$ cat src/rtl/epv_pkg.sv
package epv_pkg;

    localparam int unsigned DATA_WIDTH      = 32;
    localparam int unsigned DIST_WIDTH      = 48;
    localparam int unsigned MIN_WIDTH       = 16;
    localparam int unsigned CFG_INDEX_WIDTH = 2;
    localparam int unsigned STEP_CNT_WIDTH  = $clog2(DATA_WIDTH);

    localparam logic [MIN_WIDTH-1:0]  MIN_PERIOD_RESET  = 16'd100;
    localparam logic [DATA_WIDTH-1:0] SPEED_CONST_RESET = 32'd2613806;
    localparam logic [DATA_WIDTH-1:0] RPM_CONST_RESET   = 32'd768000000;
    localparam logic [DATA_WIDTH-1:0] STEP_DIST_RESET   = 32'd0;
    localparam logic [DATA_WIDTH-1:0] SPEED_MAX         = 32'h7FFF_FFFF;

    typedef enum logic [CFG_INDEX_WIDTH-1:0] {
        CFG_MIN_PERIOD  = 2'd0,
        CFG_SPEED_CONST = 2'd1,
        CFG_RPM_CONST   = 2'd2,
        CFG_STEP_DIST   = 2'd3
    } cfg_index_t;

    typedef enum logic [2:0] {
        ST_IDLE,
        ST_LOAD,
        ST_DIV_SPD,
        ST_DIV_RPM,
        ST_DONE
    } epv_state_t;

    typedef struct packed {
        logic busy;
        logic done;
    } div_status_t;

endpackage

$ cat src/rtl/epv_div.sv
module epv_div (
    input  logic                            aclk,
    input  logic                            aresetn,
    input  logic                            start,
    input  logic [epv_pkg::DATA_WIDTH-1:0]  dividend,
    input  logic [epv_pkg::DATA_WIDTH-1:0]  divisor,
    output logic [epv_pkg::DATA_WIDTH-1:0]  quotient,
    output epv_pkg::div_status_t            status
);
    import epv_pkg::*;

    localparam logic [STEP_CNT_WIDTH-1:0] LAST_STEP = STEP_CNT_WIDTH'(DATA_WIDTH - 1);

    logic                      busy_reg;
    logic                      done_reg;
    logic [STEP_CNT_WIDTH-1:0] count_reg;
    logic [DATA_WIDTH-1:0]     rem_reg;
    logic [DATA_WIDTH-1:0]     quot_reg;
    logic [DATA_WIDTH-1:0]     div_reg;

    logic [DATA_WIDTH:0]       shifted;
    logic [DATA_WIDTH:0]       diff;
    logic                      borrow;

    assign shifted = {rem_reg, quot_reg[DATA_WIDTH-1]};
    assign diff    = shifted - {1'b0, div_reg};
    assign borrow  = diff[DATA_WIDTH];

    always_ff @(posedge aclk) begin
        if (!aresetn) begin
            busy_reg  <= 1'b0;
            done_reg  <= 1'b0;
            count_reg <= '0;
        end else begin
            done_reg <= 1'b0;
            if (start) begin
                busy_reg  <= 1'b1;
                count_reg <= '0;
            end else if (busy_reg) begin
                count_reg <= count_reg + STEP_CNT_WIDTH'(1);
                if (count_reg == LAST_STEP) begin
                    busy_reg <= 1'b0;
                    done_reg <= 1'b1;
                end
            end
        end
    end

    always_ff @(posedge aclk) begin
        if (start) begin
            rem_reg  <= '0;
            quot_reg <= dividend;
            div_reg  <= divisor;
        end else if (busy_reg) begin
            rem_reg  <= borrow ? shifted[DATA_WIDTH-1:0] : diff[DATA_WIDTH-1:0];
            quot_reg <= {quot_reg[DATA_WIDTH-2:0], ~borrow};
        end
    end

    assign quotient    = quot_reg;
    assign status.busy = busy_reg;
    assign status.done = done_reg;

`ifndef SYNTHESIS
    a_start_busy: assert property (@(posedge aclk) disable iff (!aresetn)
        start |=> busy_reg)
        else $error("divider not busy after start");
    a_done_after_busy: assert property (@(posedge aclk) disable iff (!aresetn)
        done_reg |-> $past(busy_reg))
        else $error("divider done without a running division");
    a_last_step_done: assert property (@(posedge aclk) disable iff (!aresetn)
        (busy_reg && !start && count_reg == LAST_STEP) |=> (done_reg && !busy_reg))
        else $error("divider failed to finish on last step");
`endif

endmodule

$ cat src/rtl/encoder_period_velocity.sv
// Channel  | Handshake          | Payload
// ---------+--------------------+-------------------------------------------------
// input    | s_valid / s_ready  | s_channel, s_capture, s_direction, s_now_ms
// result   | m_valid / m_ready  | m_out_channel, m_period, m_speed_q8, m_rpm_q8,
//          |                    | m_distance_q16, m_edge_count, m_active,
//          |                    | m_edge_time_ms
// config   | cfg_wr_en          | cfg_index, cfg_wr_data
//
// A period that does not exceed min_period skips both divisions and goes to the final state.
// A period above min_period runs two 32-bit divisions on one shared restoring divider, one
// quotient bit per cycle, speed first and then rpm, before m_valid is raised.
// s_ready is high only while the sequencer is idle, from the cycle after a result is loaded;
// a held result register keeps the next transaction waiting in the final state.
// Synchronous active-low reset restores the configuration defaults and clears both channels.
module encoder_period_velocity #(
    parameter int unsigned CAPTURE_WIDTH = 32
) (
    input  logic                                 aclk,
    input  logic                                 aresetn,

    input  logic                                 s_valid,
    output logic                                 s_ready,
    input  logic                                 s_channel,
    input  logic [epv_pkg::DATA_WIDTH-1:0]       s_capture,
    input  logic signed [1:0]                    s_direction,
    input  logic [epv_pkg::DATA_WIDTH-1:0]       s_now_ms,

    output logic                                 m_valid,
    input  logic                                 m_ready,
    output logic                                 m_out_channel,
    output logic [epv_pkg::DATA_WIDTH-1:0]       m_period,
    output logic signed [epv_pkg::DATA_WIDTH-1:0] m_speed_q8,
    output logic [epv_pkg::DATA_WIDTH-1:0]       m_rpm_q8,
    output logic signed [epv_pkg::DIST_WIDTH-1:0] m_distance_q16,
    output logic [epv_pkg::DATA_WIDTH-1:0]       m_edge_count,
    output logic                                 m_active,
    output logic [epv_pkg::DATA_WIDTH-1:0]       m_edge_time_ms,

    input  logic                                 cfg_wr_en,
    input  logic [epv_pkg::CFG_INDEX_WIDTH-1:0]  cfg_index,
    input  logic [epv_pkg::DATA_WIDTH-1:0]       cfg_wr_data
);
    import epv_pkg::*;

    logic [MIN_WIDTH-1:0]  min_period_reg;
    logic [DATA_WIDTH-1:0] speed_const_reg;
    logic [DATA_WIDTH-1:0] rpm_const_reg;
    logic [DATA_WIDTH-1:0] step_dist_reg;

    logic [CAPTURE_WIDTH-1:0] last_capture_reg [2];
    logic [DATA_WIDTH-1:0]    edge_period_reg  [2];
    logic [DATA_WIDTH-1:0]    speed_reg        [2];
    logic [DATA_WIDTH-1:0]    rpm_reg          [2];
    logic [DIST_WIDTH-1:0]    travelled_reg    [2];
    logic [DATA_WIDTH-1:0]    edges_reg        [2];
    logic                     active_reg       [2];
    logic [DATA_WIDTH-1:0]    edge_time_reg    [2];

    epv_state_t               state_reg, state_next;
    logic                     ch_reg;
    logic [CAPTURE_WIDTH-1:0] cap_reg;
    logic [1:0]               dir_reg;
    logic [DATA_WIDTH-1:0]    now_reg;
    logic [DATA_WIDTH-1:0]    per_reg;

    logic                     m_valid_reg;
    logic                     out_ch_reg;
    logic [DATA_WIDTH-1:0]    out_period_reg;
    logic [DATA_WIDTH-1:0]    out_speed_reg;
    logic [DATA_WIDTH-1:0]    out_rpm_reg;
    logic [DIST_WIDTH-1:0]    out_dist_reg;
    logic [DATA_WIDTH-1:0]    out_edges_reg;
    logic                     out_active_reg;
    logic [DATA_WIDTH-1:0]    out_time_reg;

    logic [CAPTURE_WIDTH-1:0] per_cw;
    logic [DATA_WIDTH-1:0]    per_ext;
    logic                     per_ok;
    logic                     dir_neg;
    logic                     dir_pos;
    logic [DATA_WIDTH-1:0]    speed_mag;
    logic [DIST_WIDTH-1:0]    step_ext;

    logic                     div_start;
    logic [DATA_WIDTH-1:0]    div_dividend;
    logic [DATA_WIDTH-1:0]    div_divisor;
    logic [DATA_WIDTH-1:0]    div_quot;
    div_status_t              div_status;
    logic                     load_out;

    assign per_cw    = cap_reg - last_capture_reg[ch_reg];
    assign per_ext   = DATA_WIDTH'(per_cw);
    assign per_ok    = per_ext > DATA_WIDTH'(min_period_reg);
    assign dir_neg   = dir_reg[1];
    assign dir_pos   = (dir_reg == 2'b01);
    assign speed_mag = (div_quot > SPEED_MAX) ? SPEED_MAX : div_quot;
    assign step_ext  = DIST_WIDTH'(step_dist_reg);

    epv_div u_div (
        .aclk     (aclk),
        .aresetn  (aresetn),
        .start    (div_start),
        .dividend (div_dividend),
        .divisor  (div_divisor),
        .quotient (div_quot),
        .status   (div_status)
    );

    always_ff @(posedge aclk) begin
        if (!aresetn) begin
            min_period_reg  <= MIN_PERIOD_RESET;
            speed_const_reg <= SPEED_CONST_RESET;
            rpm_const_reg   <= RPM_CONST_RESET;
            step_dist_reg   <= STEP_DIST_RESET;
        end else if (cfg_wr_en) begin
            unique case (cfg_index_t'(cfg_index))
                CFG_MIN_PERIOD:  min_period_reg  <= cfg_wr_data[MIN_WIDTH-1:0];
                CFG_SPEED_CONST: speed_const_reg <= cfg_wr_data;
                CFG_RPM_CONST:   rpm_const_reg   <= cfg_wr_data;
                CFG_STEP_DIST:   step_dist_reg   <= cfg_wr_data;
                default: ;
            endcase
        end
    end

    always_ff @(posedge aclk) begin
        if (!aresetn) begin
            state_reg <= ST_IDLE;
        end else begin
            state_reg <= state_next;
        end
    end

    always_comb begin
        state_next   = state_reg;
        div_start    = 1'b0;
        div_dividend = speed_const_reg;
        div_divisor  = per_reg;
        load_out     = 1'b0;
        unique case (state_reg)
            ST_IDLE: begin
                if (s_valid) begin
                    state_next = ST_LOAD;
                end
            end
            ST_LOAD: begin
                if (per_ok) begin
                    div_start   = 1'b1;
                    div_divisor = per_ext;
                    state_next  = ST_DIV_SPD;
                end else begin
                    state_next = ST_DONE;
                end
            end
            ST_DIV_SPD: begin
                if (div_status.done) begin
                    div_start    = 1'b1;
                    div_dividend = rpm_const_reg;
                    state_next   = ST_DIV_RPM;
                end
            end
            ST_DIV_RPM: begin
                if (div_status.done) begin
                    state_next = ST_DONE;
                end
            end
            ST_DONE: begin
                if (!m_valid_reg || m_ready) begin
                    load_out   = 1'b1;
                    state_next = ST_IDLE;
                end
            end
            default: state_next = ST_IDLE;
        endcase
    end

    always_ff @(posedge aclk) begin
        if (s_valid && s_ready) begin
            ch_reg  <= s_channel;
            cap_reg <= s_capture[CAPTURE_WIDTH-1:0];
            dir_reg <= s_direction;
            now_reg <= s_now_ms;
        end
        if (state_reg == ST_LOAD) begin
            per_reg <= per_ext;
        end
    end

    // Per-channel state: update on load, then latch division results.
    always_ff @(posedge aclk) begin
        if (!aresetn) begin
            for (int c = 0; c < 2; c++) begin
                last_capture_reg[c] <= '0;
                edge_period_reg[c]  <= '0;
                speed_reg[c]        <= '0;
                rpm_reg[c]          <= '0;
                travelled_reg[c]    <= '0;
                edges_reg[c]        <= '0;
                active_reg[c]       <= 1'b0;
                edge_time_reg[c]    <= '0;
            end
        end else begin
            if (state_reg == ST_LOAD) begin
                last_capture_reg[ch_reg] <= cap_reg;
                edge_time_reg[ch_reg]    <= now_reg;
                edges_reg[ch_reg]        <= edges_reg[ch_reg] + DATA_WIDTH'(1);
                if (dir_neg) begin
                    travelled_reg[ch_reg] <= travelled_reg[ch_reg] - step_ext;
                end else if (dir_pos) begin
                    travelled_reg[ch_reg] <= travelled_reg[ch_reg] + step_ext;
                end
            end
            if (state_reg == ST_DIV_SPD && div_status.done) begin
                if (dir_neg) begin
                    speed_reg[ch_reg] <= '0 - speed_mag;
                end else if (dir_pos) begin
                    speed_reg[ch_reg] <= speed_mag;
                end
            end
            if (state_reg == ST_DIV_RPM && div_status.done) begin
                rpm_reg[ch_reg]         <= div_quot;
                edge_period_reg[ch_reg] <= per_reg;
                active_reg[ch_reg]      <= 1'b1;
            end
        end
    end

    always_ff @(posedge aclk) begin
        if (!aresetn) begin
            m_valid_reg <= 1'b0;
        end else if (load_out) begin
            m_valid_reg <= 1'b1;
        end else if (m_ready) begin
            m_valid_reg <= 1'b0;
        end
    end

    always_ff @(posedge aclk) begin
        if (load_out) begin
            out_ch_reg     <= ch_reg;
            out_period_reg <= edge_period_reg[ch_reg];
            out_speed_reg  <= speed_reg[ch_reg];
            out_rpm_reg    <= rpm_reg[ch_reg];
            out_dist_reg   <= travelled_reg[ch_reg];
            out_edges_reg  <= edges_reg[ch_reg];
            out_active_reg <= active_reg[ch_reg];
            out_time_reg   <= edge_time_reg[ch_reg];
        end
    end

    assign s_ready        = (state_reg == ST_IDLE);
    assign m_valid        = m_valid_reg;
    assign m_out_channel  = out_ch_reg;
    assign m_period       = out_period_reg;
    assign m_speed_q8     = signed'(out_speed_reg);
    assign m_rpm_q8       = out_rpm_reg;
    assign m_distance_q16 = signed'(out_dist_reg);
    assign m_edge_count   = out_edges_reg;
    assign m_active       = out_active_reg;
    assign m_edge_time_ms = out_time_reg;

`ifndef SYNTHESIS
    a_accept_to_load: assert property (@(posedge aclk) disable iff (!aresetn)
        (s_valid && s_ready) |=> (state_reg == ST_LOAD))
        else $error("accepted transaction did not start processing");
    a_start_when_free: assert property (@(posedge aclk) disable iff (!aresetn)
        div_start |-> !div_status.busy)
        else $error("divider started while busy");
    a_result_from_done: assert property (@(posedge aclk) disable iff (!aresetn)
        $rose(m_valid_reg) |-> $past(state_reg == ST_DONE))
        else $error("result raised outside final state");
    a_no_overwrite: assert property (@(posedge aclk) disable iff (!aresetn)
        (m_valid_reg && !m_ready) |=> $stable(out_edges_reg))
        else $error("stalled result overwritten");
`endif

endmodule
$ cat config.mk
export PLATFORM = sky130hd
export DESIGN_NAME = encoder_period_velocity
export DESIGN_NICKNAME = d
export VERILOG_FILES = /design/src/rtl/epv_pkg.sv /design/src/rtl/epv_div.sv /design/src/rtl/encoder_period_velocity.sv
export SDC_FILE = /design/constraint.sdc
export NUM_CORES = 2
export LEC_CHECK = 0
export BUFFER_PORTS_ARGS = -buffer_cell sky130_fd_sc_hd__buf_4
export CORE_UTILIZATION = 40
export CTS_BUF_LIST = sky130_fd_sc_hd__clkbuf_8 sky130_fd_sc_hd__clkbuf_16
export CTS_CLUSTER_DIAMETER = 150
export DETAILED_ROUTE_END_ITERATION = 8
export SYNTH_ARGS = -nofsm -noshare
export SYNTH_HDL_FRONTEND = slang
export SYNTH_SLANG_ARGS = --single-unit
$ cat constraint.sdc
create_clock -name aclk -period 69.4 [get_ports aclk]
set_clock_uncertainty 0.15 [all_clocks]
set_input_delay 6.94 -clock aclk [delete_from_list [all_inputs] [get_ports aclk]]
set_output_delay 6.94 -clock aclk [all_outputs]
set_load 0.03 [all_outputs]
==> impl_metrics.json <==
{
  "final_hold_viol_count": 0,
  "worst_pin_slew_ps": 1120,
  "slew_viol_final": 0,
  "hold_class": "register to register",
  "place_inst": 5587,
  "pwr_density_cell_mw_per_mm2": 30.1,
  "p_seq_share_pct": 43.6,
  "total_leakage_power_nw": 20.9,
  "cts_resized": 0,
  "clk_pin_slew_ps": 60,
  "maxSlewHeadroom_pct": 25.2,
  "synth_ff_type": "edfxtp_1",
  "yosysSeqAreaShare_pct": 60.8,
  "rsz0062_at_grt": "false",
  "power_frac_clock_pct": 36.3,
  "drv_cap": 0,
  "syn_inst": 3895,
  "detail-route-antenna-nets": 0,
  "period_needed_ps": 11800,
  "antenna_found_initial": 16,
  "rows": 125,
  "async_flop_share_pct": 0,
  "root_buffer": "clkbuf_16",
  "cts_hold_buf": 0,
  "startpoint": "aresetn",
  "drtIter0Drc": 2314,
  "insertion_delay_ps": 700,
  "die-area_mm2": 0.120,
  "vias": 30500,
  "synth_compound_area_share_pct": 8.75,
  "grt_first_pass_wirelength_um": 175000,
  "synth_cell_type_count": 89,
  "arrival_ps": 12080,
  "detail_route.wl_per_cell_um": 19.7,
  "internal_power_mw": 1.19,
  "initial_core_util_pct": 40.5,
  "total_power_mw": 1.66,
  "dp_hpwl_um": 74500,
  "synth_top_family_by_area": "simple AND/OR/NAND/NOR gates",
  "grt_pass1_vias": 29500,
  "layout-drive-gt1-share_pct": 18.9,
  "synth_edf_count": 853,
  "synth_area_per_cell_um2": 12.1,
  "place_congestion": 0.854,
  "fin_setup_tns_ps": 0,
  "syn_to_final_growth_pct": 16.3,
  "syn_nets": 4135,
  "start_kind": "input port",
  "reg2reg_setup_slack_ps": 61540,
  "switching_share_pct": 28.1,
  "cp-end-kind": "register",
  "synth_xor_area_share_pct": 3.05,
  "instances_no_fill": 5800,
  "most-common-layout-cells": "853 x edfxtp_1, 377 x nor2_1, 368 x nand2_1",
  "reg2reg_to": "u_div.quotient[28]",
  "largest_reg_flops": 96,
  "drt_first_pass_iters": 6,
  "reg2reg_depth": 19,
  "cts_tree": "done",
  "synth_area_mm2": 0.0473,
  "max_clock_freq_mhz": 84.8,
  "required_ps": 69680,
  "fin_crit_sh_pct": 17.0,
  "via_per_inst": 5.26,
  "die-height_um": 346,
  "ir_drop_uv": 21.5,
  "n_fill_cell": 10500,
  "synth_seq_cells": 1011,
  "fin_util_pct": 47.2,
  "critPathMaxFanout": 32,
  "portBuffers": 317,
  "ios": 318,
  "crit_type": "input port to register",
  "outcome": "complete, no violations",
  "finalSetupViolCount": 0,
  "die_w_um": 346,
  "htreeDepth": 3,
  "synth_fa_ha_area_share_pct": 3.59,
  "layout_commonest_cell": "edfxtp_1",
  "nets": 4415,
  "clockBufferDepth": 3,
  "drc": 0,
  "cts_made_buffers": 110,
  "yosys_warnings": 0,
  "core_area_mm2": 0.117,
  "p_comb_share_pct": 20.1,
  "crit_end": "travelled_reg[1][45]",
  "dp_slack_ps": 56910,
  "fin_ws_ps": 57600,
  "post_cts_buffers": 0,
  "p_sw_mw": 0.465,
  "grt_max_degree": 126,
  "gr-usage-all-layers_pct": 18.7,
  "overflow": 0,
  "synth_mux_area_share_pct": 7.62,
  "synthSimpleGateAreaFrac_pct": 13.6,
  "wl_um": 114000,
  "cts_num_sinks": 1011
}
worst min-delay path by stage:
stage	endpoint	startpoint	cells past startpoint
after floorplan	active_reg[1]	active_reg[1]	1
after global placement	active_reg[1]	active_reg[1]	1
after detailed placement	active_reg[1]	active_reg[1]	1
after CTS	active_reg[1]	active_reg[1]	1
after global routing	rpm_const_reg[7]	rpm_const_reg[7]	2
final	active_reg[1]	active_reg[1]	1
power by group through the flow:
stage                     registers [mW]  logic, mW  clock network [mW]
after global placement             0.734      0.329                   0
after global routing               0.727      0.370               0.640
after floorplan                    0.726      0.256                   0
after CTS                          0.723      0.334               0.616
after detailed placement           0.736      0.331                   0
final                              0.723      0.333               0.602
cell usage after synthesis, types with 7 or more instances:
master	number	area (µm²)
nor3_1	38	190
or2_2	14	87.6
o211ai_1	11	82.6
inv_1	112	420
nor2_1	380	1430
a21oi_1	141	706
a211o_1	9	78.8
and4_1	7	61.3
mux2i_1	113	1130
a21boi_0	94	706
dfxtp_1	158	3160
buf_6	10	113
a31oi_1	10	62.6
nor3b_1	8	60.1
nand2_1	372	1400
o21bai_1	15	113
nor2b_1	30	188
o21a_1	39	293
o31ai_1	11	82.6
a21o_1	57	428
and3_1	88	551
edfxtp_1	853	25600
nand4_1	29	181
nand2b_1	31	194
a211oi_1	48	360
or3_1	22	138
ha_1	131	1640
o21ai_0	111	556
xor2_1	45	394
mux2_2	217	2440
clkbuf_1	166	623
nand3_1	63	315
or4_1	11	82.6
buf_1	8	30.0
xnor2_1	118	1030
nor4_1	9	56.3
and2_1	205	1280
metal layers:
layer	GRT usage (%)	part of all wire (%)	vias to the layer above
met5	0	0.14	-
met3	4.06	6.5	169
li1	-	-	14700
met4	4.34	1.7	26
met1	26.6	47	14900
met2	29.2	45	766
worst max-delay path, cell delays in order:
cell	delay [ps]
buf_4	210
nand2_1	110
nor2_1	170
nand2_1	680
o21ai_0	640
ha_1	320
a21o_1	180
a21oi_1	280
o21ai_0	200
and3_1	240
a21oi_1	310
o21ai_1	230
a221o_1	400
a21oi_1	430
nor4b_1	180
mux2i_1	150
or3_1	370
through the flow:
| step | area [µm²] | hold slack, ps |
|---|---|---|
| floorplan | 47300 | 275 |
| global placement | 51200 | 285 |
| detailed placement | 51200 | 291 |
| CTS | 55000 | 308 |
| global route | 55000 | 336 |
| finish | 55000 | 310 |
area by class of cell:
cell class              instances  area (µm²)  area share, %
well taps                    1524        1910           3.47
clock inverters                87         817           1.49
clock buffers                 122        2950           5.36
repair buffers                358        2700           4.91
diodes                          4        10.0         0.0182
multi-input cells            2580       17400           31.7
flip-flops and latches       1011       28800           52.3
inverters                     114         428          0.778
kinds of logic after synthesis:
group | count (synthesis)
AOI/OAI and AO/OA | 620
buffers and inverters | 304
DFF | 1011
muxes | 332
adders and majority gates | 134
and+or+nand+nor | 1330
xor gates and xnor gates | 164
Note: power is estimated with default switching activity, not from simulation.
